==> src/hdl/tbp_pkg.sv <==
// ----------------------------------------------------------------------------
// Tiered budget placement package
// Shared types, codes and default sizes of the placement block.
// ----------------------------------------------------------------------------
package tbp_pkg;

    // Default table depth and byte-size width.
    localparam int DEF_MAX_ENTRIES = 64;
    localparam int DEF_SIZE_BITS   = 40;
    // Staging usage is kept this many bits wider than a size.
    localparam int STAGING_EXTRA   = 6;

    typedef enum logic [1:0] {
        TIER_FAST    = 2'd0,
        TIER_STAGING = 2'd1,
        TIER_SLOW    = 2'd2,
        TIER_NONE    = 2'd3
    } t_tier;

    typedef enum logic [1:0] {
        ST_OK   = 2'd0,
        ST_OVER = 2'd1,
        ST_FULL = 2'd2
    } t_status;

    typedef enum logic {
        CFG_FAST_BUDGET   = 1'b0,
        CFG_STAGING_LIMIT = 1'b1
    } t_cfg_idx;

    typedef enum logic {
        ALU_FAST  = 1'b0,
        ALU_STAGE = 1'b1
    } t_alu_sel;

    typedef enum logic [2:0] {
        S_IDLE,
        S_FAST_CHK,
        S_WALK,
        S_RETRY,
        S_STAGE_CHK,
        S_STORE,
        S_EMIT
    } t_state;

endpackage

==> src/hdl/tbp_req_if.sv <==
// ----------------------------------------------------------------------------
// Placement request channel
// Valid/ready channel that carries one shard request word.
// ----------------------------------------------------------------------------
interface tbp_req_if
    import tbp_pkg::*;
#(
    parameter int SIZE_BITS = DEF_SIZE_BITS
);
    logic                 valid;
    logic                 ready;
    logic [SIZE_BITS-1:0] shard_size;
    logic                 prefer_fast;

    modport source (output valid, output shard_size, output prefer_fast, input ready);
    modport sink   (input valid, input shard_size, input prefer_fast, output ready);
endinterface

==> src/hdl/tbp_rsp_if.sv <==
// ----------------------------------------------------------------------------
// Placement result channel
// Valid/ready channel that carries one placement result word.
// ----------------------------------------------------------------------------
interface tbp_rsp_if
    import tbp_pkg::*;
#(
    parameter int MAX_ENTRIES = DEF_MAX_ENTRIES,
    parameter int SIZE_BITS   = DEF_SIZE_BITS
);
    localparam int STB = SIZE_BITS + STAGING_EXTRA;
    localparam int EW  = $clog2(MAX_ENTRIES + 1);

    logic           valid;
    logic           ready;
    t_tier          placed_tier;
    t_status        status;
    logic [SIZE_BITS-1:0] fast_used;
    logic [STB-1:0] staging_used;
    logic [EW-1:0]  evicted_count;

    modport source (output valid, output placed_tier, output status, output fast_used,
                    output staging_used, output evicted_count, input ready);
    modport sink   (input valid, input placed_tier, input status, input fast_used,
                    input staging_used, input evicted_count, output ready);
endinterface

==> src/hdl/tbp_addcmp.sv <==
// ----------------------------------------------------------------------------
// Shared add-and-compare unit
// Forms usage plus shard size and tests it against the selected limit.
// ----------------------------------------------------------------------------
module tbp_addcmp
    import tbp_pkg::*;
#(
    parameter int SIZE_BITS = DEF_SIZE_BITS
) (
    input  t_alu_sel                         i_sel,
    input  logic [SIZE_BITS-1:0]             i_fast,
    input  logic [SIZE_BITS+STAGING_EXTRA-1:0] i_staging,
    input  logic [SIZE_BITS-1:0]             i_need,
    input  logic [SIZE_BITS-1:0]             i_budget,
    input  logic [SIZE_BITS-1:0]             i_limit,
    output logic [SIZE_BITS+STAGING_EXTRA:0] o_sum,
    output logic                             o_le
);
    localparam int STB = SIZE_BITS + STAGING_EXTRA;

    logic [STB-1:0]   a;
    logic [SIZE_BITS-1:0] lim;

    always_comb begin
        case (i_sel)
            ALU_FAST: begin
                a   = STB'(i_fast);
                lim = i_budget;
            end
            default: begin
                a   = i_staging;
                lim = i_limit;
            end
        endcase
        o_sum = {1'b0, a} + (STB+1)'(i_need);
        o_le  = o_sum <= (STB+1)'(lim);
    end
endmodule

==> src/hdl/tbp_table.sv <==
// ----------------------------------------------------------------------------
// Shard table memory
// One write port and one registered read port; each word is a fast flag
// above the entry size.
// ----------------------------------------------------------------------------
module tbp_table
    import tbp_pkg::*;
#(
    parameter int MAX_ENTRIES = DEF_MAX_ENTRIES,
    parameter int SIZE_BITS   = DEF_SIZE_BITS
) (
    input  logic                                   i_clk,
    input  logic                                   i_we,
    input  logic [(MAX_ENTRIES>1 ? $clog2(MAX_ENTRIES) : 1)-1:0] i_waddr,
    input  logic [SIZE_BITS:0]                     i_wdata,
    input  logic [(MAX_ENTRIES>1 ? $clog2(MAX_ENTRIES) : 1)-1:0] i_raddr,
    output logic [SIZE_BITS:0]                     o_rdata
);
    logic [SIZE_BITS:0] mem [MAX_ENTRIES];

    always_ff @(posedge i_clk) begin
        if (i_we) begin
            mem[i_waddr] <= i_wdata;
        end
        o_rdata <= mem[i_raddr];
    end
endmodule

==> src/hdl/tbp_seq.sv <==
// ----------------------------------------------------------------------------
// Placement sequencer
// Runs the checks through the shared unit, walks the table for eviction,
// stores the entry and holds the result word.
// ----------------------------------------------------------------------------
module tbp_seq
    import tbp_pkg::*;
#(
    parameter int MAX_ENTRIES = DEF_MAX_ENTRIES,
    parameter int SIZE_BITS   = DEF_SIZE_BITS
) (
    input  logic           i_clk,
    input  logic           i_rst_n,
    input  logic           i_cfg_we,
    input  t_cfg_idx       i_cfg_idx,
    input  logic [SIZE_BITS-1:0] i_cfg_data,
    tbp_req_if.sink        i_req,
    tbp_rsp_if.source      o_rsp,
    output logic           o_tbl_we,
    output logic [(MAX_ENTRIES>1 ? $clog2(MAX_ENTRIES) : 1)-1:0] o_tbl_waddr,
    output logic [SIZE_BITS:0] o_tbl_wdata,
    output logic [(MAX_ENTRIES>1 ? $clog2(MAX_ENTRIES) : 1)-1:0] o_tbl_raddr,
    input  logic [SIZE_BITS:0] i_tbl_rdata,
    output t_alu_sel       o_alu_sel,
    output logic [SIZE_BITS-1:0] o_alu_fast,
    output logic [SIZE_BITS+STAGING_EXTRA-1:0] o_alu_staging,
    output logic [SIZE_BITS-1:0] o_alu_need,
    output logic [SIZE_BITS-1:0] o_alu_budget,
    output logic [SIZE_BITS-1:0] o_alu_limit,
    input  logic [SIZE_BITS+STAGING_EXTRA:0] i_alu_sum,
    input  logic           i_alu_le
);
    localparam int SB  = SIZE_BITS;
    localparam int STB = SIZE_BITS + STAGING_EXTRA;
    localparam int CW  = $clog2(MAX_ENTRIES + 1);
    localparam int AW  = MAX_ENTRIES > 1 ? $clog2(MAX_ENTRIES) : 1;

    t_state            r_state, n_state;
    logic [SB-1:0]     r_budget, r_limit;
    logic [CW-1:0]     r_count, n_count;
    logic [SB-1:0]     r_fast, n_fast;
    logic [STB-1:0]    r_staging, n_staging;
    logic              r_out_valid, n_out_valid;

    logic [SB-1:0]     r_need;
    logic              r_prefer;
    logic [SB:0]       r_freed, n_freed;
    logic [CW-1:0]     r_moved, n_moved;
    logic [CW-1:0]     r_rd_idx, n_rd_idx;
    logic              r_pv, n_pv;
    logic [AW-1:0]     r_proc_idx, n_proc_idx;
    t_tier             r_tier, n_tier;
    t_status           r_status, n_status;
    logic              r_store_fast, n_store_fast;
    t_tier             r_out_tier;
    t_status           r_out_status;
    logic [SB-1:0]     r_out_fast;
    logic [STB-1:0]    r_out_staging;
    logic [CW-1:0]     r_out_moved;
    logic              load_out;
    logic              accept;
    logic [SB-1:0]     ent_size;
    logic              ent_fast;

    assign accept   = i_req.valid && i_req.ready;
    assign ent_size = i_tbl_rdata[SB-1:0];
    assign ent_fast = i_tbl_rdata[SB];

    assign i_req.ready         = (r_state == S_IDLE);
    assign o_rsp.valid         = r_out_valid;
    assign o_rsp.placed_tier   = r_out_tier;
    assign o_rsp.status        = r_out_status;
    assign o_rsp.fast_used     = r_out_fast;
    assign o_rsp.staging_used  = r_out_staging;
    assign o_rsp.evicted_count = r_out_moved;

    assign o_alu_fast    = r_fast;
    assign o_alu_staging = r_staging;
    assign o_alu_need    = r_need;
    assign o_alu_budget  = r_budget;
    assign o_alu_limit   = r_limit;

    always_comb begin
        n_state      = r_state;
        n_count      = r_count;
        n_fast       = r_fast;
        n_staging    = r_staging;
        n_out_valid  = r_out_valid && !o_rsp.ready;
        n_freed      = r_freed;
        n_moved      = r_moved;
        n_rd_idx     = r_rd_idx;
        n_pv         = 1'b0;
        n_proc_idx   = r_proc_idx;
        n_tier       = r_tier;
        n_status     = r_status;
        n_store_fast = r_store_fast;
        load_out     = 1'b0;
        o_alu_sel    = ALU_FAST;
        o_tbl_we     = 1'b0;
        o_tbl_waddr  = r_proc_idx;
        o_tbl_wdata  = {1'b0, ent_size};
        o_tbl_raddr  = r_rd_idx[AW-1:0];

        case (r_state)
            S_IDLE: begin
                n_moved = '0;
                if (accept) begin
                    n_state = S_FAST_CHK;
                end
            end
            S_FAST_CHK: begin
                o_alu_sel = ALU_FAST;
                if (r_need == '0) begin
                    n_tier   = TIER_SLOW;
                    n_status = ST_OK;
                    n_state  = S_EMIT;
                end else if (r_count == CW'(MAX_ENTRIES)) begin
                    n_tier   = TIER_NONE;
                    n_status = ST_FULL;
                    n_state  = S_EMIT;
                end else if (i_alu_le) begin
                    n_fast       = i_alu_sum[SB-1:0];
                    n_tier       = TIER_FAST;
                    n_status     = ST_OK;
                    n_store_fast = 1'b1;
                    n_state      = S_STORE;
                end else if (r_prefer) begin
                    n_freed  = '0;
                    n_rd_idx = '0;
                    n_state  = S_WALK;
                end else begin
                    n_state = S_STAGE_CHK;
                end
            end
            S_WALK: begin
                // Reads run one entry ahead of the entry being moved.
                if (r_freed >= (SB+1)'(r_need) || (!r_pv && r_rd_idx == r_count)) begin
                    n_state = S_RETRY;
                end else begin
                    if (r_rd_idx < r_count) begin
                        n_rd_idx   = r_rd_idx + 1'b1;
                        n_pv       = 1'b1;
                        n_proc_idx = r_rd_idx[AW-1:0];
                    end
                    if (r_pv && ent_fast) begin
                        o_tbl_we  = 1'b1;
                        n_freed   = r_freed + (SB+1)'(ent_size);
                        n_fast    = (ent_size <= r_fast) ? r_fast - ent_size : '0;
                        n_staging = r_staging + STB'(ent_size);
                        n_moved   = r_moved + 1'b1;
                    end
                end
            end
            S_RETRY: begin
                o_alu_sel = ALU_FAST;
                if (i_alu_le) begin
                    n_fast       = i_alu_sum[SB-1:0];
                    n_tier       = TIER_FAST;
                    n_status     = ST_OK;
                    n_store_fast = 1'b1;
                    n_state      = S_STORE;
                end else begin
                    n_state = S_STAGE_CHK;
                end
            end
            S_STAGE_CHK: begin
                o_alu_sel = ALU_STAGE;
                if (i_alu_le) begin
                    n_staging    = i_alu_sum[STB-1:0];
                    n_tier       = TIER_STAGING;
                    n_status     = ST_OK;
                    n_store_fast = 1'b0;
                    n_state      = S_STORE;
                end else begin
                    n_tier   = TIER_NONE;
                    n_status = ST_OVER;
                    n_state  = S_EMIT;
                end
            end
            S_STORE: begin
                o_tbl_we    = 1'b1;
                o_tbl_waddr = r_count[AW-1:0];
                o_tbl_wdata = {r_store_fast, r_need};
                n_count     = r_count + 1'b1;
                n_state     = S_EMIT;
            end
            S_EMIT: begin
                if (!r_out_valid || o_rsp.ready) begin
                    load_out    = 1'b1;
                    n_out_valid = 1'b1;
                    n_state     = S_IDLE;
                end
            end
            default: begin
                n_state = S_IDLE;
            end
        endcase
    end

    always_ff @(posedge i_clk) begin
        if (!i_rst_n) begin
            r_state     <= S_IDLE;
            r_budget    <= '0;
            r_limit     <= '0;
            r_count     <= '0;
            r_fast      <= '0;
            r_staging   <= '0;
            r_out_valid <= 1'b0;
            r_pv        <= 1'b0;
        end else begin
            r_state     <= n_state;
            r_count     <= n_count;
            r_fast      <= n_fast;
            r_staging   <= n_staging;
            r_out_valid <= n_out_valid;
            r_pv        <= n_pv;
            if (i_cfg_we) begin
                case (i_cfg_idx)
                    CFG_FAST_BUDGET:   r_budget <= i_cfg_data;
                    CFG_STAGING_LIMIT: r_limit  <= i_cfg_data;
                    default: begin
                    end
                endcase
            end
        end
    end

    always_ff @(posedge i_clk) begin
        if (accept) begin
            r_need   <= i_req.shard_size;
            r_prefer <= i_req.prefer_fast;
        end
        r_freed      <= n_freed;
        r_moved      <= n_moved;
        r_rd_idx     <= n_rd_idx;
        r_proc_idx   <= n_proc_idx;
        r_tier       <= n_tier;
        r_status     <= n_status;
        r_store_fast <= n_store_fast;
        if (load_out) begin
            r_out_tier    <= r_tier;
            r_out_status  <= r_status;
            r_out_fast    <= r_fast;
            r_out_staging <= r_staging;
            r_out_moved   <= r_moved;
        end
    end
endmodule

==> src/hdl/tiered_budget_placement.sv <==
// ----------------------------------------------------------------------------
// Tiered budget placement
// Places shards into a fast or a staging tier under byte budgets, moving
// older fast entries to staging on demand.
// ----------------------------------------------------------------------------
// The request channel carries a shard size and a prefer-fast flag; the
// result channel returns one word per request: the tier, a status, the fast
// and staging bytes in use afterwards and the number of entries moved.
// The two byte limits are loaded through the write port (index 0 is the fast
// budget, index 1 the staging limit). The user must load them only while
// no request is in flight; the block itself does not enforce this.
// A request is taken only while the sequencer is idle. An empty shard or a
// full table goes from the fast check straight to emit; a direct fast fit
// goes through store, an over budget result through the staging check and a
// staging placement through the staging check and store. With prefer-fast
// set and no direct fit, the table is walked oldest first through its
// single registered read port, one entry per cycle, before a fast retry.
// A new request is taken only after the last one has passed emit.
// Reset clears the limits, the usage totals, the entry count and the result
// valid flag; the table contents need no clearing because only entries below
// the count are ever used. A result word waits in its output register while
// the receiver stalls, and the next request is still taken meanwhile; the
// sequencer holds before publishing the following result until then.
// ----------------------------------------------------------------------------
module tiered_budget_placement
    import tbp_pkg::*;
#(
    parameter int MAX_ENTRIES = DEF_MAX_ENTRIES,
    parameter int SIZE_BITS   = DEF_SIZE_BITS
) (
    input  logic                 i_clk,
    input  logic                 i_rst_n,
    input  logic                 i_cfg_we,
    input  t_cfg_idx             i_cfg_idx,
    input  logic [SIZE_BITS-1:0] i_cfg_data,
    tbp_req_if.sink              i_req,
    tbp_rsp_if.source            o_rsp
);
    localparam int STB = SIZE_BITS + STAGING_EXTRA;
    localparam int AW  = MAX_ENTRIES > 1 ? $clog2(MAX_ENTRIES) : 1;

    // Table port between the sequencer and the entry memory.
    logic                 tbl_we;
    logic [AW-1:0]        tbl_waddr;
    logic [SIZE_BITS:0]   tbl_wdata;
    logic [AW-1:0]        tbl_raddr;
    logic [SIZE_BITS:0]   tbl_rdata;

    // Operands and result of the shared add-and-compare unit.
    t_alu_sel             alu_sel;
    logic [SIZE_BITS-1:0] alu_fast;
    logic [STB-1:0]       alu_staging;
    logic [SIZE_BITS-1:0] alu_need;
    logic [SIZE_BITS-1:0] alu_budget;
    logic [SIZE_BITS-1:0] alu_limit;
    logic [STB:0]         alu_sum;
    logic                 alu_le;

    tbp_seq #(
        .MAX_ENTRIES (MAX_ENTRIES),
        .SIZE_BITS   (SIZE_BITS)
    ) u_seq (
        .i_clk         (i_clk),
        .i_rst_n       (i_rst_n),
        .i_cfg_we      (i_cfg_we),
        .i_cfg_idx     (i_cfg_idx),
        .i_cfg_data    (i_cfg_data),
        .i_req         (i_req),
        .o_rsp         (o_rsp),
        .o_tbl_we      (tbl_we),
        .o_tbl_waddr   (tbl_waddr),
        .o_tbl_wdata   (tbl_wdata),
        .o_tbl_raddr   (tbl_raddr),
        .i_tbl_rdata   (tbl_rdata),
        .o_alu_sel     (alu_sel),
        .o_alu_fast    (alu_fast),
        .o_alu_staging (alu_staging),
        .o_alu_need    (alu_need),
        .o_alu_budget  (alu_budget),
        .o_alu_limit   (alu_limit),
        .i_alu_sum     (alu_sum),
        .i_alu_le      (alu_le)
    );

    tbp_table #(
        .MAX_ENTRIES (MAX_ENTRIES),
        .SIZE_BITS   (SIZE_BITS)
    ) u_table (
        .i_clk   (i_clk),
        .i_we    (tbl_we),
        .i_waddr (tbl_waddr),
        .i_wdata (tbl_wdata),
        .i_raddr (tbl_raddr),
        .o_rdata (tbl_rdata)
    );

    tbp_addcmp #(
        .SIZE_BITS (SIZE_BITS)
    ) u_addcmp (
        .i_sel     (alu_sel),
        .i_fast    (alu_fast),
        .i_staging (alu_staging),
        .i_need    (alu_need),
        .i_budget  (alu_budget),
        .i_limit   (alu_limit),
        .o_sum     (alu_sum),
        .o_le      (alu_le)
    );
endmodule

==> src/flat_wrapper.sv <==
// flat-port wrapper written by rule: the top's interface ports become plain ports
module tiered_budget_placement_flat import tbp_pkg::*;
#(
    parameter int MAX_ENTRIES = DEF_MAX_ENTRIES,
    parameter int SIZE_BITS   = DEF_SIZE_BITS
)
  (i_clk, i_rst_n, i_cfg_we, i_cfg_idx, i_cfg_data, i_req_valid, i_req_shard_size, i_req_prefer_fast, i_req_ready, o_rsp_valid, o_rsp_placed_tier, o_rsp_status, o_rsp_fast_used, o_rsp_staging_used, o_rsp_evicted_count, o_rsp_ready);
  tbp_req_if #(.SIZE_BITS(SIZE_BITS)) i_req_i ();
  tbp_rsp_if #(.MAX_ENTRIES(MAX_ENTRIES), .SIZE_BITS(SIZE_BITS)) o_rsp_i ();
  input  logic i_clk;
  input  logic i_rst_n;
  input  logic i_cfg_we;
  input  t_cfg_idx i_cfg_idx;
  input  logic [SIZE_BITS-1:0] i_cfg_data;
  input wire logic [$bits(i_req_i.valid)-1:0] i_req_valid;
  input wire logic [$bits(i_req_i.shard_size)-1:0] i_req_shard_size;
  input wire logic [$bits(i_req_i.prefer_fast)-1:0] i_req_prefer_fast;
  output wire logic [$bits(i_req_i.ready)-1:0] i_req_ready;
  output wire logic [$bits(o_rsp_i.valid)-1:0] o_rsp_valid;
  output wire logic [$bits(o_rsp_i.placed_tier)-1:0] o_rsp_placed_tier;
  output wire logic [$bits(o_rsp_i.status)-1:0] o_rsp_status;
  output wire logic [$bits(o_rsp_i.fast_used)-1:0] o_rsp_fast_used;
  output wire logic [$bits(o_rsp_i.staging_used)-1:0] o_rsp_staging_used;
  output wire logic [$bits(o_rsp_i.evicted_count)-1:0] o_rsp_evicted_count;
  input wire logic [$bits(o_rsp_i.ready)-1:0] o_rsp_ready;
  assign i_req_i.valid = i_req_valid;
  assign i_req_i.shard_size = i_req_shard_size;
  assign i_req_i.prefer_fast = i_req_prefer_fast;
  assign i_req_ready = i_req_i.ready;
  assign o_rsp_valid = o_rsp_i.valid;
  assign o_rsp_placed_tier = o_rsp_i.placed_tier;
  assign o_rsp_status = o_rsp_i.status;
  assign o_rsp_fast_used = o_rsp_i.fast_used;
  assign o_rsp_staging_used = o_rsp_i.staging_used;
  assign o_rsp_evicted_count = o_rsp_i.evicted_count;
  assign o_rsp_i.ready = o_rsp_ready;
  tiered_budget_placement #(.MAX_ENTRIES(MAX_ENTRIES), .SIZE_BITS(SIZE_BITS)) u_core (.i_clk(i_clk), .i_rst_n(i_rst_n), .i_cfg_we(i_cfg_we), .i_cfg_idx(i_cfg_idx), .i_cfg_data(i_cfg_data), .i_req(i_req_i), .o_rsp(o_rsp_i));
endmodule
==> config.mk <==
export PLATFORM = sky130hd
export DESIGN_NAME = tiered_budget_placement_flat
export DESIGN_NICKNAME = d
export VERILOG_FILES = /design/src/hdl/tbp_pkg.sv /design/src/hdl/tbp_req_if.sv /design/src/hdl/tbp_rsp_if.sv /design/src/hdl/tbp_addcmp.sv /design/src/hdl/tbp_table.sv /design/src/hdl/tbp_seq.sv /design/src/hdl/tiered_budget_placement.sv /design/src/flat_wrapper.sv
export SDC_FILE = /design/constraint.sdc
export NUM_CORES = 2
export LEC_CHECK = 0
export ABC_AREA = 0
export BUFFER_PORTS_ARGS = -buffer_cell sky130_fd_sc_hd__buf_2
export CAP_MARGIN = 20
export CORE_ASPECT_RATIO = 1.75
export CORE_MARGIN = 1
export CORE_UTILIZATION = 30
export CTS_CLUSTER_DIAMETER = 120
export DETAILED_ROUTE_END_ITERATION = 10
export GPL_ROUTABILITY_DRIVEN = 0
export GPL_TIMING_DRIVEN = 1
export PLACE_DENSITY = 0.46
export SYNTH_ARGS = -nofsm -noshare
export SYNTH_HDL_FRONTEND = slang
export SYNTH_SLANG_ARGS = --single-unit
==> constraint.sdc <==
create_clock -name i_clk -period 13.3 [get_ports i_clk]
set_input_delay 1.995 -clock i_clk [delete_from_list [all_inputs] [get_ports i_clk]]
set_output_delay 1.995 -clock i_clk [all_outputs]
set_load 0.01 [all_outputs]
==> run summary <==
- outcome: finished, final reports clean
- path type of the worst min-delay path: reg2reg
- gr ovfl total: 0
- total wirelength of the detailed-routed design: 399000 um
- clock insertion delay at the later pin of the skew report: 0.91 ns
- register clock-pin slew on the reported worst setup and hold paths: 0.07 ns
- endpoint of the worst setup timing path: u_core.u_seq.o_alu_staging[23]$_SDFFE_PN0P_
- post-synthesis net count: 7234
- slew at the pin with the worst max-slew slack: 1.28 ns
- cells taking the most area after synthesis: sky130_fd_sc_hd__edfxtp_1, sky130_fd_sc_hd__mux4_2, sky130_fd_sc_hd__dfxtp_1, sky130_fd_sc_hd__ha_1, sky130_fd_sc_hd__nand2_1
- standard cell area after detailed placement: 136000 um^2
- Layout Area Growth over Synthesis: 14.5%
- arrival time reported for the critical path endpoint: 10.65 ns
- initial antenna violation count: 18
- Finished Cell Area: 145000 um^2
- worst hold slack: 0.436 ns
- crit-path most repeated cell: sky130_fd_sc_hd__buf_4
- via count: 67700
- global-route wire length before repair: 559000 um
- number of placement rows: 315
- placement-stage worst setup slack: 3.26 ns
- number of detailed-route iterations in the first pass: 6
- count of state elements after synthesis: 3047
- Final #Nets: 7563
- most area-hungry cell type in the Yosys netlist: sky130_fd_sc_hd__edfxtp_1
- maximum number of pins on one net before global-route repair: 124
- achievable clock frequency: 101 MHz
- main flop type after synthesis: sky130_fd_sc_hd__edfxtp_1
- number of I/O pins: 186
- Register-to-Register Setup Slack: 3.41 ns
- CP Data Required Time: 14.06 ns
- source of the critical timing path: u_core.u_seq.r_state[2]$_SDFFE_PN0P_
- number of clock buffers inserted by TritonCTS: 284
- capturing element type of the critical path: flip-flop
- DPL Wire Length: 251000 um
- root buffer cell: sky130_fd_sc_hd__clkbuf_16
- violation count after the first detailed-route iteration: 5486
- synthesized area divided by synthesized cell count: 18.3 um^2
- Period Utilization, post-route: 74.4%
- hold buffer count at CTS: 0
- most frequent cells after synthesis: sky130_fd_sc_hd__edfxtp_1, sky130_fd_sc_hd__mux4_2, sky130_fd_sc_hd__nand2_1
- number of resized instances in the post-cts repair step: 0
- synthesized netlist cell count: 6892
- maximum fanout along the worst path: 63
- RSZ-0062 raised after global routing: false
- Worst Setup Slack, final: 3.41 ns
- vias in the first global route: 71700
- dominant cell by count in the synthesized netlist: sky130_fd_sc_hd__edfxtp_1
- Detail Route Antenna Nets: 0
- cell type of the slowest stage on the worst timing path: sky130_fd_sc_hd__a221oi_1
- Register-to-Register Path Depth: 27
- Chip Width: 493 um
- kind of start point of the critical path: flip-flop
- deepest clock path buffer count: 4
- Async S/R FF share, synth: 0%
- Port Buffer Count: 185
- count of final setup violators: 0
- reg2reg end: u_core.u_seq.o_alu_staging[23]$_SDFFE_PN0P_
- # DRC: 0
- Hold Path Depth: 0
- clock tree from TritonCTS: yes
- area of the die: 424000 um^2
- # H-tree levels: 5
- number of distinct library cells after synthesis: 82
- initial standard-cell utilization of the core: 30.1%
- sequential cell area fraction in the yosys report: 70.6%
- Worst Setup Path Type: reg2reg
- global-route total usage across every layer: 18.6%
- sum of negative setup slack: 0 ns
- Lkg Pwr: 0.0462 uW
- Syn. warnings: 0
- via density per instance: 5.21
- core footprint: 420000 um^2
- power density normalized to cell area: 227 nW/um^2
- final worst clock skew: 0.0688 ns
- final-report hold violation count: 0
- relative max-transition margin: 14.2%
- final-layout fill cell count: 39700
- count of flip-flops with a built-in enable after synthesis: 2828
- Final Max Tran Viols: 0
- Yosys top cell area share: 67.2%
- Post-Synthesis Cell Area: 126000 um^2
- highest ir drop seen on vdd: 0.000136 V
- highest cell delay on the worst timing path: 0.80 ns
- Max-cap violations: 0
- time the final worst path needs with I/O delays and setup: 9.89 ns
- share of cells above drive strength 1: 24.2%
- average wire per cell in the routed design: 30.7 um
- setup fix buffers added after clock tree synthesis: 0
- TritonCTS Sinks: 3047
- Critical R2R Launch: u_core.u_seq.r_state[2]$_SDFFE_PN0P_
- Die Y: 861 um
==> layer usage <==
layer,GRT usage [%],part of all wire (%),vias to the layer above
met5,0,0.0033,-
met4,9.03,5.4,2
met3,2.09,4.0,692
met2,35.1,54,1968
met1,20.5,36,36300
li1,-,-,28700
==> logic make-up after synthesis <==
kind of cell / Yosys count / synth area share, %
DFF: 3047 / 70.6
muxes: 905 / 15.7
buffers and inverters: 481 / 1.46
and+or+nand+nor: 1196 / 4.24
AOI/OAI and AO/OA: 861 / 4.43
xor gates and xnor gates: 147 / 1.02
adders and majority gates: 255 / 2.55
==> worst min-delay path by stage <==
stage / from / endpoint / slack, ns
finish: u_core.u_seq.o_alu_fast[0]$_SDFFE_PN0P_ / u_core.u_seq.o_rsp.fast_used[0]$_DFFE_PP_ / 0.44
global route: u_core.u_seq.o_alu_fast[0]$_SDFFE_PN0P_ / u_core.u_seq.o_rsp.fast_used[0]$_DFFE_PP_ / 0.44
CTS: u_core.u_seq.o_alu_fast[0]$_SDFFE_PN0P_ / u_core.u_seq.o_rsp.fast_used[0]$_DFFE_PP_ / 0.43
detailed placement: u_core.u_seq.o_alu_fast[0]$_SDFFE_PN0P_ / u_core.u_seq.o_rsp.fast_used[0]$_DFFE_PP_ / 0.42
global placement: u_core.u_seq.o_alu_fast[0]$_SDFFE_PN0P_ / u_core.u_seq.o_rsp.fast_used[0]$_DFFE_PP_ / 0.42
floorplan: u_core.u_seq.o_alu_fast[0]$_SDFFE_PN0P_ / u_core.u_seq.o_rsp.fast_used[0]$_DFFE_PP_ / 0.41
==> worst max-delay path, delay by kind of cell (launching register included) <==
family                   cells  cell delay [ns]
AO/OA/AOI/OAI               14             5.24
XOR/XNOR                     1             0.34
adder cells (fa/ha/maj)      2             0.63
AND/OR/NAND/NOR              5             1.01
buffers and inverters        5             2.01
flip-flops                   1             0.31
==> report_power, final <==
group	switching, uW	total, uW	internal, uW
combinational	7390	11700	4260
clock	3680	8260	4580
sequential	573	13000	12400
==> area by class of cell <==
type | instances | area [um^2] | share of cell area, %
Clock buffer | 376 | 7780 | 5.38
Multi-Input combinational cell | 3364 | 36300 | 25.1
Timing Repair Buffer | 389 | 2580 | 1.78
Tap cell | 5547 | 6940 | 4.79
Inverter | 135 | 509 | 0.352
Antenna cell | 6 | 15.0 | 0.0104
Sequential cell | 3047 | 89300 | 61.7
Clock inverter | 126 | 1280 | 0.885
==> flip-flops by register name, summed over array words and instances, names as in the netlist, 2 cells and up <==
signal,count
u_core.u_seq.r_count,7
u_core.u_seq.o_alu_staging,46
u_core.u_seq.o_alu_need,40
u_core.u_seq.o_rsp.status,2
u_core.u_seq.r_proc_idx,6
u_core.u_seq.r_state,3
u_core.u_table.o_rdata,41
u_core.u_seq.r_freed,41
u_core.u_seq.o_alu_budget,40
u_core.u_seq.o_rsp.evicted_count,7
u_core.u_seq.r_rd_idx,7
u_core.u_seq.o_rsp.fast_used,40
u_core.u_seq.r_moved,7
u_core.u_seq.o_rsp.staging_used,46
u_core.u_seq.o_alu_limit,40
u_core.u_seq.r_tier,2
u_core.u_table.mem,2624
u_core.u_seq.o_alu_fast,40
u_core.u_seq.r_status,2
u_core.u_seq.o_rsp.placed_tier,2
==> stage by stage <==
stage	cells	util [%]	power [uW]
after global routing	13000	34.4	34300
after detailed placement	12500	32.3	24900
after floorplan	6892	-	20500
after CTS	13000	34.4	33200
final	13000	34.5	32900
after global placement	12500	32.3	24700
==> layout by cell type (no fill, tap or decap), drive strengths merged, types with 24 or more instances in the layout <==
master	n
a31oi	24
xnor2	91
nand2b	33
nand2	540
o211ai	31
ha	251
a21oi	277
o21a	31
xor2	56
mux4	861
nand4	49
dfxtp	219
a21o	82
a311oi	24
buf	388
nor3	108
mux2i	44
edfxtp	2828
nor2	265
a211oi	54
inv	151
o21ai	168
clkinv	78
clkbuf	377
and3	33
nand3	52
Power figures use the tool's default switching activity.
